--- config.mk ---
export PLATFORM = sky130hd
export DESIGN_NAME = rclmp_seq
export DESIGN_NICKNAME = d
export VERILOG_FILES = /design/src/hw/rtl/rclmp_pkg.sv /design/src/hw/rtl/rclmp_seq.sv
export SDC_FILE = /design/constraint.sdc
export NUM_CORES = 1
export LEC_CHECK = 0
export BUFFER_PORTS_ARGS = -buffer_cell sky130_fd_sc_hd__buf_4
export CAP_MARGIN = 30
export CORE_MARGIN = 3
export CORE_UTILIZATION = 37
export DETAILED_ROUTE_END_ITERATION = 7
export PLACE_DENSITY = 0.6
export SKIP_CTS_REPAIR_TIMING = 1
export SLEW_MARGIN = 15
export SYNTH_ARGS = -nofsm -noshare
export SYNTH_HDL_FRONTEND = slang
export SYNTH_SLANG_ARGS = --single-unit
--- constraint.sdc ---
create_clock -name i_clk -period 7.5 [get_ports i_clk]
set_clock_uncertainty 0.05 [all_clocks]
set_input_delay 1.5 -clock i_clk [delete_from_list [all_inputs] [get_ports i_clk]]
set_output_delay 1.5 -clock i_clk [all_outputs]
set_load 0.03 [all_outputs]
--- src/hw/rtl/rclmp_pkg.sv ---
// Shared constants and types for the reverse Collatz layer min-plus engine.
`default_nettype none

package rclmp_pkg;

    localparam int DEPTH_DEF     = 65536;
    localparam int MAX_SHIFT_DEF = 100;
    localparam int COST_W        = 16;

    // Store entry that holds no path.
    localparam logic [COST_W-1:0] COST_NONE   = 16'hFFFF;
    localparam logic [15:0]       LIMIT_RESET = 16'hFFFF;

    typedef struct packed {
        logic [15:0]       layer_number;
        logic              found;
        logic [COST_W-1:0] min_cost;
    } t_result;

endpackage

`default_nettype wire

--- src/hw/rtl/rclmp_seq.sv ---
// Sequencer and shared move unit: clears the next layer, sweeps the current one.
`default_nettype none

module rclmp_seq import rclmp_pkg::*; #(
    parameter  int STORE_DEPTH = DEPTH_DEF,
    parameter  int MAX_SHIFT   = MAX_SHIFT_DEF,
    localparam int AW          = $clog2(STORE_DEPTH)
) (
    input  wire logic              i_clk,
    input  wire logic              i_rst_n,
    input  wire logic              i_start,
    input  wire logic              i_restart,
    input  wire logic [15:0]       i_value_limit,
    output logic                   o_busy,
    output logic                   o_bank_sel,
    output logic      [AW-1:0]     o_cur_raddr,
    input  wire logic [COST_W-1:0] i_cur_rdata,
    output logic      [AW-1:0]     o_nxt_raddr,
    output logic                   o_nxt_we,
    output logic      [AW-1:0]     o_nxt_waddr,
    output logic      [COST_W-1:0] o_nxt_wdata,
    input  wire logic [COST_W-1:0] i_nxt_rdata,
    output logic                   o_res_valid,
    output t_result                o_res
);

    localparam int TW = AW + 4;
    localparam int BW = AW + 2;
    localparam int KW = $clog2(MAX_SHIFT + 3);
    localparam int CW = (AW > 16) ? AW : 16;
    localparam int SW = COST_W + 1;

    localparam logic [CW-1:0] LIM_CAP   = CW'(STORE_DEPTH - 1);
    localparam logic [AW-1:0] LAST_ADDR = AW'(STORE_DEPTH - 1);
    localparam logic [KW-1:0] K_MAX     = KW'(MAX_SHIFT);

    typedef enum logic [2:0] {
        S_IDLE,
        S_CLEAR,
        S_RDCUR,
        S_EVAL,
        S_MOVE,
        S_UPD,
        S_DONE
    } t_state;

    function automatic logic [1:0] f_mod3_of9(input logic [3:0] v);
        logic [1:0] res;
        case (v)
            4'd0, 4'd3, 4'd6: res = 2'd0;
            4'd1, 4'd4, 4'd7: res = 2'd1;
            4'd2, 4'd5, 4'd8: res = 2'd2;
            default:          res = 2'd0;
        endcase
        return res;
    endfunction

    function automatic logic [1:0] f_div3_of9(input logic [3:0] v);
        logic [1:0] res;
        case (v)
            4'd0, 4'd1, 4'd2: res = 2'd0;
            4'd3, 4'd4, 4'd5: res = 2'd1;
            4'd6, 4'd7, 4'd8: res = 2'd2;
            default:          res = 2'd0;
        endcase
        return res;
    endfunction

    // residue of a sum no larger than 8
    function automatic logic [1:0] f_mod3_small(input logic [3:0] s);
        logic [3:0] res;
        if (s >= 4'd6) begin
            res = s - 4'd6;
        end else if (s >= 4'd3) begin
            res = s - 4'd3;
        end else begin
            res = s;
        end
        return res[1:0];
    endfunction

    t_state              r_state;
    logic [AW-1:0]       r_lim;
    logic [BW-1:0]       r_bound;
    logic [AW-1:0]       r_clr;
    logic [AW-1:0]       r_x;
    logic [3:0]          r_x9;      // x mod 9
    logic [AW-1:0]       r_q;       // x div 3
    logic [COST_W-1:0]   r_c;
    logic [KW-1:0]       r_k;
    logic [TW-1:0]       r_t;       // 2^k * x
    logic [AW-1:0]       r_y;       // (t - 1) div 3
    logic [1:0]          r_r;       // (t - 1) mod 3, fixed per x
    logic [1:0]          r_ym;      // y mod 3
    logic [COST_W-1:0]   r_one;
    logic [15:0]         r_layer;
    logic                r_bank_sel;
    logic                r_layer0;
    logic                r_res_valid;
    t_result             r_res;

    logic [CW-1:0]       lim_ext;
    logic [AW-1:0]       lim_cl;
    logic [COST_W-1:0]   cur_c;
    logic [1:0]          m;
    logic [1:0]          q3;
    logic                x_last;
    logic                move_end;
    logic [SW-1:0]       tot;
    logic                upd_ok;
    logic [AW-1:0]       y_step;
    logic [1:0]          ym_step;
    logic [KW-1:0]       k0;
    logic [TW-1:0]       t0;
    logic [AW-1:0]       y0;
    logic [1:0]          r0;
    logic [1:0]          ym0;
    logic [15:0]         layer_inc;

    assign lim_ext = CW'(i_value_limit);
    assign lim_cl  = (lim_ext > LIM_CAP) ? AW'(LIM_CAP) : AW'(lim_ext);

    // layer zero is implied by a flag, so the current store needs no fill
    assign cur_c = r_layer0 ? ((r_x == AW'(1)) ? '0 : COST_NONE) : i_cur_rdata;

    assign m        = f_mod3_of9(r_x9);
    assign q3       = f_div3_of9(r_x9);
    assign x_last   = (r_x == r_lim);
    assign move_end = (r_t > TW'(r_bound)) || (r_k > K_MAX);
    assign tot      = {1'b0, r_c} + SW'(r_k);
    assign upd_ok   = (tot < {1'b0, COST_NONE}) && (tot < {1'b0, i_nxt_rdata});
    assign y_step   = (r_y << 2) + AW'(r_r) + AW'(1);
    assign ym_step  = f_mod3_small(4'(r_ym) + 4'(r_r) + 4'd1);

    always_comb begin
        case (m)
            2'd1: begin
                k0  = '0;
                t0  = TW'(r_x);
                y0  = r_q;
                r0  = 2'd0;
                ym0 = q3;
            end
            2'd2: begin
                k0  = KW'(1);
                t0  = TW'(r_x) << 1;
                y0  = (r_q << 1) + AW'(1);
                r0  = 2'd0;
                ym0 = f_mod3_small({1'b0, q3, 1'b0} + 4'd1);
            end
            default: begin
                k0  = KW'(1);
                t0  = TW'(r_x) << 1;
                y0  = (r_q << 1) - AW'(1);
                r0  = 2'd2;
                ym0 = f_mod3_small({1'b0, q3, 1'b0} + 4'd2);
            end
        endcase
    end

    assign layer_inc = (&r_layer) ? r_layer : r_layer + 16'd1;

    always_ff @(posedge i_clk) begin
        if (!i_rst_n) begin
            r_state     <= S_IDLE;
            r_bank_sel  <= 1'b0;
            r_layer0    <= 1'b1;
            r_layer     <= '0;
            r_res_valid <= 1'b0;
        end else begin
            r_res_valid <= 1'b0;
            r_bound     <= ({2'b00, r_lim} << 1) + {2'b00, r_lim} + BW'(1);
            case (r_state)
                S_IDLE: begin
                    if (i_start) begin
                        r_lim   <= lim_cl;
                        r_clr   <= '0;
                        r_one   <= COST_NONE;
                        if (i_restart) begin
                            r_layer0 <= 1'b1;
                            r_layer  <= '0;
                        end
                        r_state <= S_CLEAR;
                    end
                end
                S_CLEAR: begin
                    r_clr <= r_clr + AW'(1);
                    if (r_clr == LAST_ADDR) begin
                        r_x     <= AW'(1);
                        r_x9    <= 4'd1;
                        r_q     <= '0;
                        r_state <= (r_lim == '0) ? S_DONE : S_RDCUR;
                    end
                end
                S_RDCUR: begin
                    r_state <= S_EVAL;
                end
                S_EVAL: begin
                    if (cur_c == COST_NONE) begin
                        if (x_last) begin
                            r_state <= S_DONE;
                        end else begin
                            r_x     <= r_x + AW'(1);
                            r_x9    <= (r_x9 == 4'd8) ? 4'd0 : r_x9 + 4'd1;
                            r_q     <= (m == 2'd2) ? r_q + AW'(1) : r_q;
                            r_state <= S_RDCUR;
                        end
                    end else begin
                        r_c     <= cur_c;
                        r_k     <= k0;
                        r_t     <= t0;
                        r_y     <= y0;
                        r_r     <= r0;
                        r_ym    <= ym0;
                        r_state <= S_MOVE;
                    end
                end
                S_MOVE: begin
                    if (move_end) begin
                        if (x_last) begin
                            r_state <= S_DONE;
                        end else begin
                            r_x     <= r_x + AW'(1);
                            r_x9    <= (r_x9 == 4'd8) ? 4'd0 : r_x9 + 4'd1;
                            r_q     <= (m == 2'd2) ? r_q + AW'(1) : r_q;
                            r_state <= S_RDCUR;
                        end
                    end else if (r_ym == 2'd0) begin
                        // target is a multiple of three: skip the move
                        r_k  <= r_k + KW'(2);
                        r_t  <= r_t << 2;
                        r_y  <= y_step;
                        r_ym <= ym_step;
                    end else begin
                        r_state <= S_UPD;
                    end
                end
                S_UPD: begin
                    if (upd_ok && (r_y == AW'(1))) begin
                        r_one <= tot[COST_W-1:0];
                    end
                    r_k     <= r_k + KW'(2);
                    r_t     <= r_t << 2;
                    r_y     <= y_step;
                    r_ym    <= ym_step;
                    r_state <= S_MOVE;
                end
                S_DONE: begin
                    r_res_valid        <= 1'b1;
                    r_res.layer_number <= layer_inc;
                    r_res.found        <= (r_one != COST_NONE);
                    r_res.min_cost     <= (r_one != COST_NONE) ? r_one : '0;
                    r_layer            <= layer_inc;
                    r_bank_sel         <= ~r_bank_sel;
                    r_layer0           <= 1'b0;
                    r_state            <= S_IDLE;
                end
                default: begin
                    r_state <= S_IDLE;
                end
            endcase
        end
    end

    assign o_busy      = (r_state != S_IDLE);
    assign o_bank_sel  = r_bank_sel;
    assign o_cur_raddr = r_x;
    assign o_nxt_raddr = r_y;
    assign o_nxt_we    = (r_state == S_CLEAR) || ((r_state == S_UPD) && upd_ok);
    assign o_nxt_waddr = (r_state == S_CLEAR) ? r_clr : r_y;
    assign o_nxt_wdata = (r_state == S_CLEAR) ? COST_NONE : tot[COST_W-1:0];
    assign o_res_valid = r_res_valid;
    assign o_res       = r_res;

endmodule

`default_nettype wire

== Yosys cells after proc, flatten, opt, wreduce, memory -nomap -nowiden ==
Memory sizes are Yosys's and may differ from the RTL's. A register that Yosys moved wholly into a read port is not among the register bits.
Index checks and enable logic that the tools add are counted.

* Register bits after elaboration: 220
* Bits in read-only memories: 64
* Input bits: 52
* Output and inout port bits: 101
* Memories kept: 2

{| class="wikitable"
|+ Memory list
! memory !! words !! width !! rd ports !! clocked after Yosys merged registers in !! write ports !! line !! RTL
|-
| (name not given) || 16 || 2 || 1 || 1 || 0 || rclmp_seq.sv:60 || <nowiki>case (v)</nowiki>
|-
| (name not given) || 16 || 2 || 1 || 1 || 0 || rclmp_seq.sv:49 || <nowiki>case (v)</nowiki>
|}

* Add/sub/neg operators: 23
* Magnitude comparators: 11
* Equality and inequality tests: 25
* Multiplexer cells: 71
* Bitwise gates (word level): 2
* Reduce and logical (&&, ||, !) cells: 25

{| class="wikitable"
|+ Operator list
! cell !! number
|-
| $mux 16 || 22
|-
| $pmux 16 s3 || 3
|-
| $pmux 16 s2 || 4
|-
| $add 16x1->16 const B || 6
|-
| $mux 20 || 3
|-
| $pmux 20 s3 || 1
|-
| $eq 16x1->1 const B || 2
|-
| $eq 16x16->1 const B || 2
|-
| $mux 4 || 7
|-
| $mux 3 || 7
|-
| $mux 7 || 3
|-
| $pmux 7 s3 || 1
|-
| $gt 20x18->1 || 1
|-
| $mux 2 || 10
|-
| $add 17x16->18 || 1
|-
| $add 18x1->18 const B || 1
|-
| $ne 2x2->1 const B || 9
|-
| $pmux 3 s6 || 1
|-
| $add 16x7->17 || 1
|-
| $lt 17x16->1 || 1
|-
| $lt 17x16->1 const B || 1
|-
| $mux 17 || 1
|-
| $add 16x2->16 || 1
|-
| $eq 16x16->1 || 1
|-
| 38 further kinds || 67
|}

== Depth between registers and ports, before layout ==
Gate-level depths: netlist of run 1.

* Depth in word-level cells: 8
* Mapped depth: 17
* Gate-level depth less buffers: 17

== Least setup slack after synthesis of run 1 ==
OpenSTA, ideal clock, no wires.

* Kind: in2reg
* Start point: input i_cur_rdata[7]
* End point: register m[1] (netlist name)
* Data arrival time: 4.759 ns
* Required time: 7.317 ns
* Setup slack: 2.558 ns
* Stages on the path: 12
* Cells stage by stage: nand4_1 or3_4 o311ai_4 or4b_1 o21a_2 nand2_1 a21oi_1 ha_1 nand2_1 a211oi_1 a311oi_1 o21ai_0

* Cells in the longest elaborated chain, start to end: 5

{| class="wikitable"
|+ RTL lines
! item !! line !! RTL
|-
| from (decl) || rclmp_seq.sv:17 || <nowiki>input wire logic [COST_W-1:0] i_cur_rdata,</nowiki>
|-
| $mux 16 || rclmp_seq.sv:124 || <nowiki>assign cur_c = r_layer0 ? ((r_x == AW'(1)) ? '0 : COST_NONE) : i_cur_rdata;</nowiki>
|-
| $eq 16x16->1 || rclmp_seq.sv:199 || <nowiki>if (cur_c == COST_NONE) begin</nowiki>
|-
| $ne 2x2->1 (no line) || n/a ||
|-
| $reduce_and 5->1 (no line) || n/a ||
|-
| $mux 4 (no line) || n/a ||
|}

No other way between the ends.
A chain may end at the register's enable or synchronous reset.

== Worst setup path after layout of run 1 ==
* Start point: register r_c[0]
* End point: output o_nxt_we

* Cells in the longest elaborated chain, start to end: 5
* Elaborated cells between the ends (all ways): 6
* Those cells by class: 1 x add/sub; 2 x order compare; 3 x reduce/logical

{| class="wikitable"
|+ RTL lines
! item !! line !! RTL
|-
| from (decl) || rclmp_seq.sv:89 || <nowiki>logic [COST_W-1:0] r_c;</nowiki>
|-
| from (signal assigned) || rclmp_seq.sv:209 || <nowiki>r_c <= cur_c;</nowiki>
|-
| $add 16x7->17 (*) || rclmp_seq.sv:130 || <nowiki>assign tot = {1'b0, r_c} + SW'(r_k);</nowiki>
|-
| net tot[14] || rclmp_seq.sv:109 || <nowiki>logic [SW-1:0] tot;</nowiki>
|-
| $lt 17x16->1 || rclmp_seq.sv:131 || <nowiki>assign upd_ok = (tot < {1'b0, COST_NONE}) && (tot < {1'b0, i_nxt_rdata});</nowiki>
|-
| $logic_and 1x1->1 (*) || rclmp_seq.sv:131 ||
|-
| $logic_and 1x1->1 (*) || rclmp_seq.sv:269 || <nowiki>assign o_nxt_we = (r_state == S_CLEAR) || ((r_state == S_UPD) && upd_ok);</nowiki>
|-
| $logic_or 1x1->1 (*) || rclmp_seq.sv:269 ||
|-
| to (decl) || rclmp_seq.sv:19 || <nowiki>output logic o_nxt_we,</nowiki>
|}

The timed path passes the listed nets; every way through them passes the cells marked *.

==> Flow_metrics.wiki, run 1 <==
{| class="wikitable"
! Metric !! Value
|-
| Run status || complete, no violations
|-
| Number of synthesis warnings || 0
|-
| Min-delay worst type || reg2reg
|-
| Minimum hold slack || around 0.46 ns
|-
| Post-route total power || 3.209 mW
|-
| Yosys reg bits || between 200 and 250
|-
| Number of violations of the max-capacitance limit || 0
|-
| Antenna violations before repair || 1
|-
| Number of max-slew violations in the final report || 0
|-
| GP Congestion || 0.8763
|-
| Most frequent cells after synthesis || 197 x sky130_fd_sc_hd__edfxtp_1, 127 x sky130_fd_sc_hd__inv_1, 117 x sky130_fd_sc_hd__nand2_1
|-
| Number of input and output port buffers inserted || 152
|-
| Area growth from synthesis to final layout || 18.90%
|-
| Crit share post-route || roughly four fifths
|-
| Number of different library cells in the post-synthesis netlist || 76
|-
| Drt pass-1 iters || 5
|-
| Max-slew headroom at the worst pin || around two fifths
|-
| Final Hold Viols || 0
|-
| # clock sinks || between 200 and 250
|-
| Post-layout minimum cycle time || approximately 5.9 ns
|-
| Met1 GRT Util || a little under a quarter
|-
| Timing-limited maximum frequency || 169.8 MHz
|-
| Crit-path cells || ha_1 -> fa_1 -> a21o_1 -> a21oi_1 -> o21ai_0 -> nand4_1 -> and2_1 -> inv_1 -> ha_1 -> a21o_1 -> a2111oi_0 -> nand2_1 -> a41oi_1 -> o211ai_1 -> nand2_1 -> buf_4
|-
| Fraction of final layout cells with drive strength greater than 1 || approximately 16%
|-
| Worst Setup Start Kind || register
|-
| Cell count after synthesis || roughly 1.3k
|-
| Synthesized area divided by synthesized cell count || just over 10 µm²
|-
| Die Height || between 150 and 200 µm
|-
| Part of the Yosys area used for sequential elements || between 40% and 50%
|-
| Floorplan die area || 38380 µm²
|-
| Worst stage delay on the critical path || 0.41 ns
|-
| Post-route ant nets || 0
|-
| Clock-pin slew on the worst setup and hold paths || ~0.06 ns
|-
| Global-route usage over all layers || 16.78%
|-
| Fraction of synthesized cell area taken by the top area cell type || about 44%
|-
| Num CTS Buffers || 27
|-
| Worst ir drop on vdd || 0.1639 mV
|-
| Count of flip-flops with a built-in enable after synthesis || 197
|-
| Post-detailed-route via-to-cell ratio || about 5.3
|-
| Static leakage || between 6 and 7 nW
|-
| Pwr Density || roughly 200 nW/µm²
|-
| Final HPWL DP || about 25000 µm
|-
| Number of placed I/O pins || around 150
|-
| Gr busiest metal || met2
|-
| Latest clock arrival within the worst-skew pair || roughly 0.55 ns
|-
| Critical path peak fanout || 5
|-
| Cell count after placement || about 1.9k
|-
| Finished Cell Area || around 16000 µm²
|-
| Most frequently used flop master after synthesis || sky130_fd_sc_hd__edfxtp_1
|-
| Total Neg Setup Slack || 0 ns
|-
| Main area contributors after synthesis || sky130_fd_sc_hd__edfxtp_1 44%, sky130_fd_sc_hd__ha_1 8.2%, sky130_fd_sc_hd__dfxtp_1 3.9%
|-
| Count of standard-cell rows || a little under 70
|-
| Total placed instance area || about 15000 µm²
|-
| First-pass GRT wire length || approximately 53000 µm
|-
| Worst Max-Slew Pin Slew || just over 0.9 ns
|-
| Max reg flops || 33
|-
| Met3 usage || under 10%
|-
| Global-route track usage on met2 || between 20 and 30%
|-
| Data arrival at the endpoint of the critical path || ~4.3 ns
|-
| Slack of the worst reg-to-reg path || 3.15 ns
|-
| Root Buffer Master || sky130_fd_sc_hd__clkbuf_16
|-
| Via count of the first global-routing pass || between 9k and 10k
|-
| Setup repair after global routing missed its margin || false
|-
| Count of routing violations after the opening detailed-route iteration || 729
|-
| Post-detailed-routing wire length || between 30000 and 40000 µm
|-
| Core area || 35050 µm²
|-
| Total number of H-tree levels || 1
|-
| Final number of setup-violating endpoints || 0
|-
| Sort of element at the end of the critical path || primary output
|-
| Critical path start-end classification || reg2out
|-
| Slowest cell on crit path || sky130_fd_sc_hd__fa_1
|-
| Post-synth design cell area || ~13000 µm²
|-
| Average routed wire per standard cell || approximately 17 µm
|-
| Ys async rst share || 0%
|-
| CTS tree || built
|-
| Remaining global-route overflow || 0
|-
| Starting density of the core || a little under two fifths
|-
| Die boundary width || 195.9 µm
|-
| Number of standard cells in the layout, taps in and fillers out || a little under 2k
|-
| Most instantiated library cell after synthesis || sky130_fd_sc_hd__edfxtp_1
|-
| Maximum number of pins on one net before global-route repair || 54
|-
| Post-synth top area cell || sky130_fd_sc_hd__edfxtp_1
|-
| Vias after detailed routing || approximately 10k
|-
| Number of DRC violations after detailed routing || 0
|-
| Nets@finish || 1608
|-
| Layout filler cell count || roughly 3.3k
|-
| Data required time at the worst endpoint || 5.95 ns
|-
| Syn nets || between 1k and 1.5k
|-
| Maximum buffer depth of the clock tree || 3
|}
[metal layers]
layer	share of wire, %	vias up
li1	-	5058
met1	45	4852
met2	47	286
met3	5.0	60
met4	3.2	0
met5	0	-
[area by class of cell]
cell class | count | area (µm²) | area share, %
Antenna cell | 1 | 2.502 | 0.01577
Clock buffer | 42 | 782.0 | 4.928
Clock inverter | 8 | 93.84 | 0.5914
Inverter | 128 | 480.5 | 3.028
Multi-Input combinational cell | 921 | 6241 | 39.33
Sequential cell | 223 | 6436 | 40.56
Tap cell | 455 | 569.3 | 3.588
Timing Repair Buffer | 165 | 1262 | 7.956
[worst max-delay path: cells and delay by family (launching register included)]
family                   cells  cell delay, ns
AO/OA/AOI/OAI                7            1.68
buffers and inverters        2            0.22
AND/OR/NAND/NOR              4            0.59
adder cells (fa/ha/maj)      3            0.93
flip-flops                   1            0.37
[cells by family (layout without fill, tap and decap cells)]
kind of cell,after synthesis,after routing,synth area share [%]
AOI/OAI and AO/OA,270,270,13.29
xor gates and xnor gates,92,92,6.038
adders and majority gates,90,90,8.607
buffers and inverters,180,343,5.128
DFF,223,223,48.23
muxes,31,31,2.466
other,0,1,0
and+or+nand+nor,438,438,16.24
[through the flow]
stage,setup WS (ns),util [%]
floorplan,2.558,-
global route,1.220,45.27
detailed placement,2.190,42.73
global placement,2.254,42.65
finish,1.610,45.27
CTS,1.604,45.23
[placed cells by master (no fill, tap or decap), types with 7 or more instances in the layout]
master and instances:
sky130_fd_sc_hd__dfxtp_1 26, sky130_fd_sc_hd__nand2_1 117, sky130_fd_sc_hd__nor2b_1 21, sky130_fd_sc_hd__or3_1 17, sky130_fd_sc_hd__xnor2_1 41, sky130_fd_sc_hd__nand4_1 29
sky130_fd_sc_hd__nor2_1 110, sky130_fd_sc_hd__mux2_2 15, sky130_fd_sc_hd__buf_4 163, sky130_fd_sc_hd__a21o_1 16, sky130_fd_sc_hd__o21ai_0 75, sky130_fd_sc_hd__clkbuf_1 10
sky130_fd_sc_hd__clkbuf_16 27, sky130_fd_sc_hd__o21a_1 8, sky130_fd_sc_hd__ha_1 87, sky130_fd_sc_hd__and2_1 13, sky130_fd_sc_hd__a31oi_1 11, sky130_fd_sc_hd__edfxtp_1 197
sky130_fd_sc_hd__a21oi_1 61, sky130_fd_sc_hd__a211oi_1 12, sky130_fd_sc_hd__o211ai_1 13, sky130_fd_sc_hd__a22o_1 10, sky130_fd_sc_hd__nand3_1 41, sky130_fd_sc_hd__and3_1 19
sky130_fd_sc_hd__inv_1 127, sky130_fd_sc_hd__nor3_1 17, sky130_fd_sc_hd__mux2i_1 16, sky130_fd_sc_hd__xor2_1 51, sky130_fd_sc_hd__a21boi_0 7, sky130_fd_sc_hd__nand2b_1 11
sky130_fd_sc_hd__nor4_1 13
[final timing paths]
path,from,to,cells after the start
worst min register to register,r_layer[15]$_SDFFE_PN0P_,r_layer[15]$_SDFFE_PN0P_,1
worst max-delay path,r_c[0]$_DFFE_PP_,o_nxt_we,16
worst max register to register,r_c[0]$_DFFE_PP_,r_one[1]$_SDFFCE_PN1P_,16
worst min-delay path,r_layer[15]$_SDFFE_PN0P_,r_layer[15]$_SDFFE_PN0P_,1
[report_power, final]
group / internal (mW) / switching (mW) / total, mW / leakage (nW)
Sequential: 1.41 / 0.0515 / 1.46 / 2.07
Clock: 0.782 / 0.513 / 1.30 / 0.433
Combinational: 0.182 / 0.273 / 0.455 / 3.97
Total: 2.37 / 0.838 / 3.21 / 6.48
No activity file was read; power rests on OpenSTA's default activity.
==> run 2: changes to the inputs <==
PLACE_DENSITY = 0.62   (was 0.6)
clock period = 5.15 ns   (was 7.5 ns; I/O delays follow)
==> run 2 against run 1 <==
First-iteration DRC count decreased by 12%. Die area unchanged. Final area increased by 1.8%. Via count increased by 0.65%. Global-route usage about the same. Critical endpoint unchanged. Largest power group unchanged. Highest routed layer unchanged.
==> Flow_metrics.wiki, run 2 (same netlist as run 1, synthesis figures left out) <==
{| class="wikitable"
! Metric !! Value
|-
| Run status || complete, no violations
|-
| Maximum number of pins on one net before global-route repair || 44 (-19%)
|-
| Antenna violations before repair || 0 (-1)
|-
| Timing-limited maximum frequency || ~200 MHz
|-
| Post-route ant nets || 0 (unchanged)
|-
| Layout filler cell count || 3302 (-1.2%)
|-
| Maximum buffer depth of the clock tree || 3 (unchanged)
|-
| Number of DRC violations after detailed routing || 0 (unchanged)
|-
| Max-slew headroom at the worst pin || 41.59% (+3.5 points)
|-
| WHS Endpoint || r_layer[15]$_SDFFE_PN0P_
|-
| Via count of the first global-routing pass || 10.08k (+2.9%)
|-
| Sort of element at the end of the critical path || primary output
|-
| Area growth from synthesis to final layout || 20.98%
|-
| Number of violations of the max-capacitance limit || 0 (unchanged)
|-
| Worst hold path stage count || 1 (unchanged)
|-
| Vias after detailed routing || 10.32k (+0.65%)
|-
| Number of input and output port buffers inserted || 152 (unchanged)
|-
| Cell count after placement || 1895 (+0.21%)
|-
| Total number of H-tree levels || 1 (unchanged)
|-
| First-pass GRT wire length || 53330 µm (+1.2%)
|-
| Slack of the worst reg-to-reg path || 1.15 ns (-2.00 ns)
|-
| Crit share post-route || between 90 and 100%
|-
| Number of placed I/O pins || 153 (unchanged)
|-
| Total area of multi-input combinational cells || 6434 µm² (+3.1%)
|-
| Critical path peak fanout || 5 (unchanged)
|-
| Hold path start || r_layer[15]$_SDFFE_PN0P_
|-
| Nets@finish || 1627 (+1.2%)
|-
| Root Buffer Master || sky130_fd_sc_hd__clkbuf_16
|-
| Pwr Density || 285.7 nW/µm² (+41%)
|-
| # clock sinks || 223 (unchanged)
|-
| Count of standard-cell rows || 68 (unchanged)
|-
| Post-route total power || 4.614 mW (+44%)
|-
| Clock-pin slew on the worst setup and hold paths || 0.06 ns (about the same)
|-
| Number of standard cells in the layout, taps in and fillers out || 1960 (+0.87%)
|-
| Latest clock arrival within the worst-skew pair || 0.54 ns (about the same)
|-
| Global-route usage over all layers || 16.81% (+0.027 points)
|-
| Most common library cell in the layout ignoring fill and taps || sky130_fd_sc_hd__edfxtp_1
|-
| Total Neg Setup Slack || 0 ns (unchanged)
|-
| Number of max-slew violations in the final report || 0 (unchanged)
|-
| Num CTS Buffers || 27 (unchanged)
|-
| Total placed instance area || 14990 µm² (about the same)
|-
| Destination of the worst register-to-register timing path || r_one[0]$_SDFFCE_PN1P_
|-
| Max reg flops || 33 (unchanged)
|-
| Final HPWL DP || 24490 µm (-0.37%)
|-
| Worst Setup Start Kind || register
|-
| Remaining global-route overflow || 0 (unchanged)
|-
| Data required time at the worst endpoint || 4.07 ns (-1.88 ns)
|-
| Static leakage || 6.555 nW (+1.1%)
|-
| Min-delay worst type || reg2reg
|-
| Worst R2R Start || r_k[4]$_SDFFCE_PP0P_
|-
| Starting density of the core || 38.07% (unchanged)
|-
| Average routed wire per standard cell || 17.07 µm (-0.57%)
|-
| Post-detailed-routing wire length || 33460 µm (+0.30%)
|-
| Drt pass-1 iters || 5 (unchanged)
|-
| Floorplan die area || 38380 µm² (unchanged)
|-
| Cells on worst reg2reg path || 15 (-1)
|-
| Critical path start-end classification || reg2out
|-
| GP Congestion || 0.8543 (-2.5%)
|-
| Data arrival at the endpoint of the critical path || 3.87 ns (-0.47 ns)
|-
| Storage cell area || 6436 µm² (unchanged)
|-
| Fraction of final layout cells with drive strength greater than 1 || 18.94% (+2.5 points)
|-
| Finished Cell Area || 16150 µm² (+1.8%)
|-
| Post-layout minimum cycle time || ~4.9 ns
|-
| Most used cells in the layout excluding fill and tap cells || 197 x sky130_fd_sc_hd__edfxtp_1, 182 x sky130_fd_sc_hd__buf_4, 127 x sky130_fd_sc_hd__inv_1
|-
| Die Height || 195.9 µm (unchanged)
|-
| Post-detailed-route via-to-cell ratio || 5.267 (-0.22%)
|-
| CTS tree || built
|-
| Worst ir drop on vdd || 0.2253 mV (+37%)
|-
| Final Hold Viols || 0 (unchanged)
|-
| Count of routing violations after the opening detailed-route iteration || 642 (-12%)
|-
| Worst Max-Slew Pin Slew || 0.8729 ns (-0.05295 ns)
|-
| Die boundary width || 195.9 µm (unchanged)
|-
| Final number of setup-violating endpoints || 0 (unchanged)
|-
| Number of inserted diodes || 0 (-1)
|-
| Core area || 35050 µm² (unchanged)
|}
-- run 2: per-layer routing --
| metal | vias to the layer above | share of wire, % | global-route usage (%) |
|---|---|---|---|
| li1 | 5089 | - | - |
| met1 | 4927 | 45 | 22.86 |
| met2 | 256 | 47 | 28.47 |
| met3 | 51 | 6.2 | 2.507 |
| met4 | 0 | 2.1 | 3.829 |
| met5 | - | 0 | 0 |
-- run 2: area by class of cell --
| class | count | share of cell area (%) |
|---|---|---|
| sequential | 223 | 39.86 |
| multi-input combinational | 921 | 39.85 |
| timing repair buffer | 184 | 8.602 |
| clock buffer | 35 | 4.433 |
| tap | 455 | 3.526 |
| inverter | 128 | 2.976 |
| clock inverter | 14 | 0.7517 |
-- run 2: worst max path at each step --
stage                    startpoint                     end  slack, ns  cells past startpoint
2_1_floorplan      r_k[0]$_DFFE_PP_  r_one[0]$_SDFFCE_PN1P_       0.42                     15
3_3_place_gp       r_k[0]$_DFFE_PP_                o_nxt_we       0.31                     16
3_5_place_dp       r_k[0]$_DFFE_PP_                o_nxt_we       0.27                     16
4_1_cts            r_k[0]$_DFFE_PP_                o_nxt_we      -0.34                     16
5_1_grt        r_k[1]$_SDFFCE_PP0P_                o_nxt_we      -0.06                     14
6_report       r_k[4]$_SDFFCE_PP0P_                o_nxt_we       0.20                     14
-- run 2: power by group --
group	internal (mW)	total (mW)	leakage, nW	switching (mW)
Combinational	0.267	0.672	4.07	0.404
Sequential	2.05	2.12	2.07	0.0726
Clock	1.07	1.82	0.409	0.746
Total	3.39	4.61	6.56	1.22
-- run 2: per-stage QoR --
stage | setup slack [ns] | hold WS (ns) | util (%)
floorplan | 0.4203 | 0.4137 | -
finish | 0.2042 | 0.4513 | 46.06
CTS | -0.3376 | 0.4539 | 45.15
global placement | 0.3081 | 0.4367 | 42.76
global route | -0.05762 | 0.4913 | 46.06
detailed placement | 0.2688 | 0.4381 | 42.76
-- run 2: worst max-delay path: stages (launching register included) --
cell                        delay [ns]
sky130_fd_sc_hd__edfxtp_1         0.49
sky130_fd_sc_hd__ha_4             0.34
sky130_fd_sc_hd__and3_1           0.18
sky130_fd_sc_hd__a22oi_2          0.08
sky130_fd_sc_hd__buf_4            0.17
sky130_fd_sc_hd__a2111oi_4        0.36
sky130_fd_sc_hd__xnor2_1          0.25
sky130_fd_sc_hd__inv_1            0.09
sky130_fd_sc_hd__ha_1             0.34
sky130_fd_sc_hd__a2111oi_4        0.35
sky130_fd_sc_hd__nand2_1          0.11
sky130_fd_sc_hd__a41oi_2          0.17
sky130_fd_sc_hd__o211ai_1         0.16
sky130_fd_sc_hd__nand2_1          0.12
sky130_fd_sc_hd__buf_6            0.13
==> run 3: changes to the inputs <==
CTS_BUF_LIST = sky130_fd_sc_hd__clkbuf_4   (was not set)
==> run 3 against run 2 <==
Die area unchanged. Register-to-register slack lost 0.07 ns. Via count grew 2.6%. Non-clock buffer count rose by 4. Flip-flop and latch count unchanged. Count of clock-buffer cells in the layout rose by 67.
==> Flow_metrics.wiki, run 3 (same netlist as run 1, synthesis figures left out) <==
{| class="wikitable"
! Metric !! Value
|-
| First-pass GRT wire length || 53960 µm (+1.2%)
|-
| Post-placement setup slack || 0.2688 ns (unchanged)
|-
| Number of input and output port buffers inserted || 152 (unchanged)
|-
| Switching Power || 1.256 mW (+2.7%)
|-
| GP Congestion || 0.8543 (unchanged)
|-
| Post-route total power || 4.573 mW (-0.87%)
|-
| Storage cell area || 6436 µm² (unchanged)
|-
| Fraction of final layout cells with drive strength greater than 1 || 23.73% (+4.8 points)
|-
| # clock sinks || 223 (unchanged)
|-
| Number of max-slew violations in the final report || 0 (unchanged)
|-
| Starting density of the core || 38.07% (unchanged)
|-
| Maximum buffer depth of the clock tree || 3 (unchanged)
|-
| Worst Max-Slew Pin Slew || 0.8836 ns (+0.01072 ns)
|-
| Most common library cell in the layout ignoring fill and taps || sky130_fd_sc_hd__edfxtp_1
|-
| Clock share of power || 38.9% (-0.5 points)
|-
| Post-layout minimum cycle time || 5.147 ns (+0.2008 ns)
|-
| Power share of the combinational group || 14.7% (about the same)
|-
| Remaining global-route overflow || 0 (unchanged)
|-
| Core area || 35050 µm² (unchanged)
|-
| Internal power || 3.318 mW (-2.2%)
|-
| Worst ir drop on vdd || 0.1349 mV (-40%)
|-
| Sort of element at the end of the critical path || primary output
|-
| Area growth from synthesis to final layout || 22.31%
|-
| Num CTS Buffers || 67 (+150%)
|-
| Data arrival at the endpoint of the critical path || 4.07 ns (+0.20 ns)
|-
| Final Hold Viols || 0 (unchanged)
|-
| Die Height || 195.9 µm (unchanged)
|-
| Count of routing violations after the opening detailed-route iteration || 658 (+2.5%)
|-
| Vias after detailed routing || 10.59k (+2.6%)
|-
| Final number of setup-violating endpoints || 0 (unchanged)
|-
| Slowest cell on crit path || sky130_fd_sc_hd__edfxtp_1
|-
| Clock-pin slew on the worst setup and hold paths || 0.06 ns (about the same)
|-
| Die boundary width || 195.9 µm (unchanged)
|-
| Drt pass-1 iters || 5 (unchanged)
|-
| Post-route ant nets || 0 (unchanged)
|-
| Pwr Density || 280.2 nW/µm² (-2.0%)
|-
| Final HPWL DP || 24490 µm (unchanged)
|-
| Max reg flops || 33 (unchanged)
|-
| Global-route usage over all layers || 17.25% (+0.44 points)
|-
| Post-detailed-route via-to-cell ratio || 5.213 (-1.0%)
|-
| Maximum number of pins on one net before global-route repair || 44 (unchanged)
|-
| Max-slew headroom at the worst pin || 40.88% (-0.72 points)
|-
| Switching Fraction || 27.46% (+0.96 points)
|-
| Floorplan die area || 38380 µm² (unchanged)
|-
| Data required time at the worst endpoint || 4.07 ns (about the same)
|-
| Nets@finish || 1671 (+2.7%)
|-
| Most used cells in the layout excluding fill and tap cells || 197 x sky130_fd_sc_hd__edfxtp_1, 186 x sky130_fd_sc_hd__buf_4, 125 x sky130_fd_sc_hd__inv_1
|-
| Final critical-path setup slack || 0.003315 ns (-0.2008 ns)
|-
| Total number of H-tree levels || 3 (+2)
|-
| Via count of the first global-routing pass || 10.46k (+3.8%)
|-
| Min-delay worst type || reg2reg
|-
| Post-detailed-routing wire length || 34060 µm (+1.8%)
|-
| Worst stage delay on the critical path || 0.52 ns (+0.03 ns)
|-
| Number of placed I/O pins || 153 (unchanged)
|-
| Root Buffer Master || sky130_fd_sc_hd__clkbuf_4
|-
| Crit share post-route || 99.94% (+3.9 points)
|-
| Run status || complete, no violations
|-
| CTS tree || built
|-
| Number of DRC violations after detailed routing || 0 (unchanged)
|-
| Critical path peak fanout || 6 (+1)
|-
| Static leakage || 6.700 nW (+2.2%)
|-
| Total area of multi-input combinational cells || 6538 µm² (+1.6%)
|-
| Number of violations of the max-capacitance limit || 0 (unchanged)
|-
| Critical path start-end classification || reg2out
|-
| Count of standard-cell rows || 68 (unchanged)
|-
| Worst Setup Start Kind || register
|-
| Total placed instance area || 14990 µm² (unchanged)
|-
| Latest clock arrival within the worst-skew pair || 0.68 ns (+0.14 ns)
|-
| Total Neg Setup Slack || 0 ns (unchanged)
|-
| Average routed wire per standard cell || 16.76 µm (-1.8%)
|-
| Layout filler cell count || 3313 (+0.33%)
|-
| Utilization after layout || 46.57% (+0.51 points)
|-
| Setup repair after global routing missed its margin || true
|-
| Finished Cell Area || 16320 µm² (+1.1%)
|-
| Antenna violations before repair || 1 (+1)
|-
| Sequential cell fraction of total power || 46.4% (+0.4 points)
|-
| Timing-limited maximum frequency || 194.3 MHz (-3.9%)
|-
| Crit-path cells || buf_6 -> fa_2 -> a21o_1 -> a21oi_4 -> o21a_4 -> buf_4 -> nor4_1 -> nor2_1 -> inv_1 -> ha_1 -> a211oi_2 -> o21ai_1 -> o211ai_1 -> nand2_1 -> a41oi_2 -> o211ai_1 -> nand2_1 -> buf_6
|}
==> run 3: cell count changes in the layout (fill, tap and decap cells not counted), moves of 3 or more <==
cell and delta:
sky130_fd_sc_hd__clkbuf_4 +102, sky130_fd_sc_hd__clkbuf_16 -27, sky130_fd_sc_hd__clkbuf_1 -7, sky130_fd_sc_hd__ha_1 -5
sky130_fd_sc_hd__ha_4 +5, sky130_fd_sc_hd__buf_4 +4, sky130_fd_sc_hd__inv_2 +4, sky130_fd_sc_hd__clkinv_2 -3
==> run 3: worst paths after layout <==
kind / depth (start not counted) / slack [ns] / endpoint / from
max: 18 / 0.003 / o_nxt_we / r_k[1]$_SDFFCE_PP0P_
max reg2reg: 19 / 1.08 / r_one[0]$_SDFFCE_PN1P_ / r_k[1]$_SDFFCE_PP0P_
min: 1 / 0.46 / r_layer[15]$_SDFFE_PN0P_ / r_layer[15]$_SDFFE_PN0P_
min reg2reg: 1 / 0.46 / r_layer[15]$_SDFFE_PN0P_ / r_layer[15]$_SDFFE_PN0P_
==> run 3: critical path: cells and delay by family, from the launching register on <==
kind	cells	cell delay, ns
buffers and inverters	4	0.53
AO/OA/AOI/OAI	8	1.26
flip-flops	1	0.52
AND/OR/NAND/NOR	4	0.52
adder cells (fa/ha/maj)	2	0.54
==> run 3: final cells by class <==
class | count | share of cell area, %
inverter | 128 | 2.959
timing repair buffer | 188 | 8.692
clock buffer | 102 | 4.691
multi-input combinational | 921 | 40.05
antenna | 1 | 0.01533
tap | 455 | 3.488
clock inverter | 14 | 0.6745
sequential | 223 | 39.43
==> run 3: routing by layer <==
| metal | wire (µm) | global-route usage [%] | vias up |
|---|---|---|---|
| met5 | 0 | 0 | - |
| met4 | 819 | 5.915 | 0 |
| met3 | 2131 | 3.864 | 65 |
| met2 | 16090 | 28.35 | 301 |
| met1 | 15020 | 22.53 | 5015 |
| li1 | - | - | 5212 |
==> run 3: power by group through the flow <==
stage | clock network, mW | registers (mW) | logic (mW)
floorplan | 0 | 2.14 | 0.461
global placement | 0 | 2.16 | 0.659
detailed placement | 0 | 2.16 | 0.672
CTS | 1.85 | 2.12 | 0.674
global route | 1.95 | 2.13 | 0.749
finish | 1.78 | 2.12 | 0.673
==> run 3: stage by stage <==
stage | std cells | hold WS, ns
floorplan | 1324 | 0.4137
global placement | 1895 | 0.4367
detailed placement | 1895 | 0.4381
CTS | 2011 | 0.4260
global route | 2032 | 0.4070
finish | 2032 | 0.4572
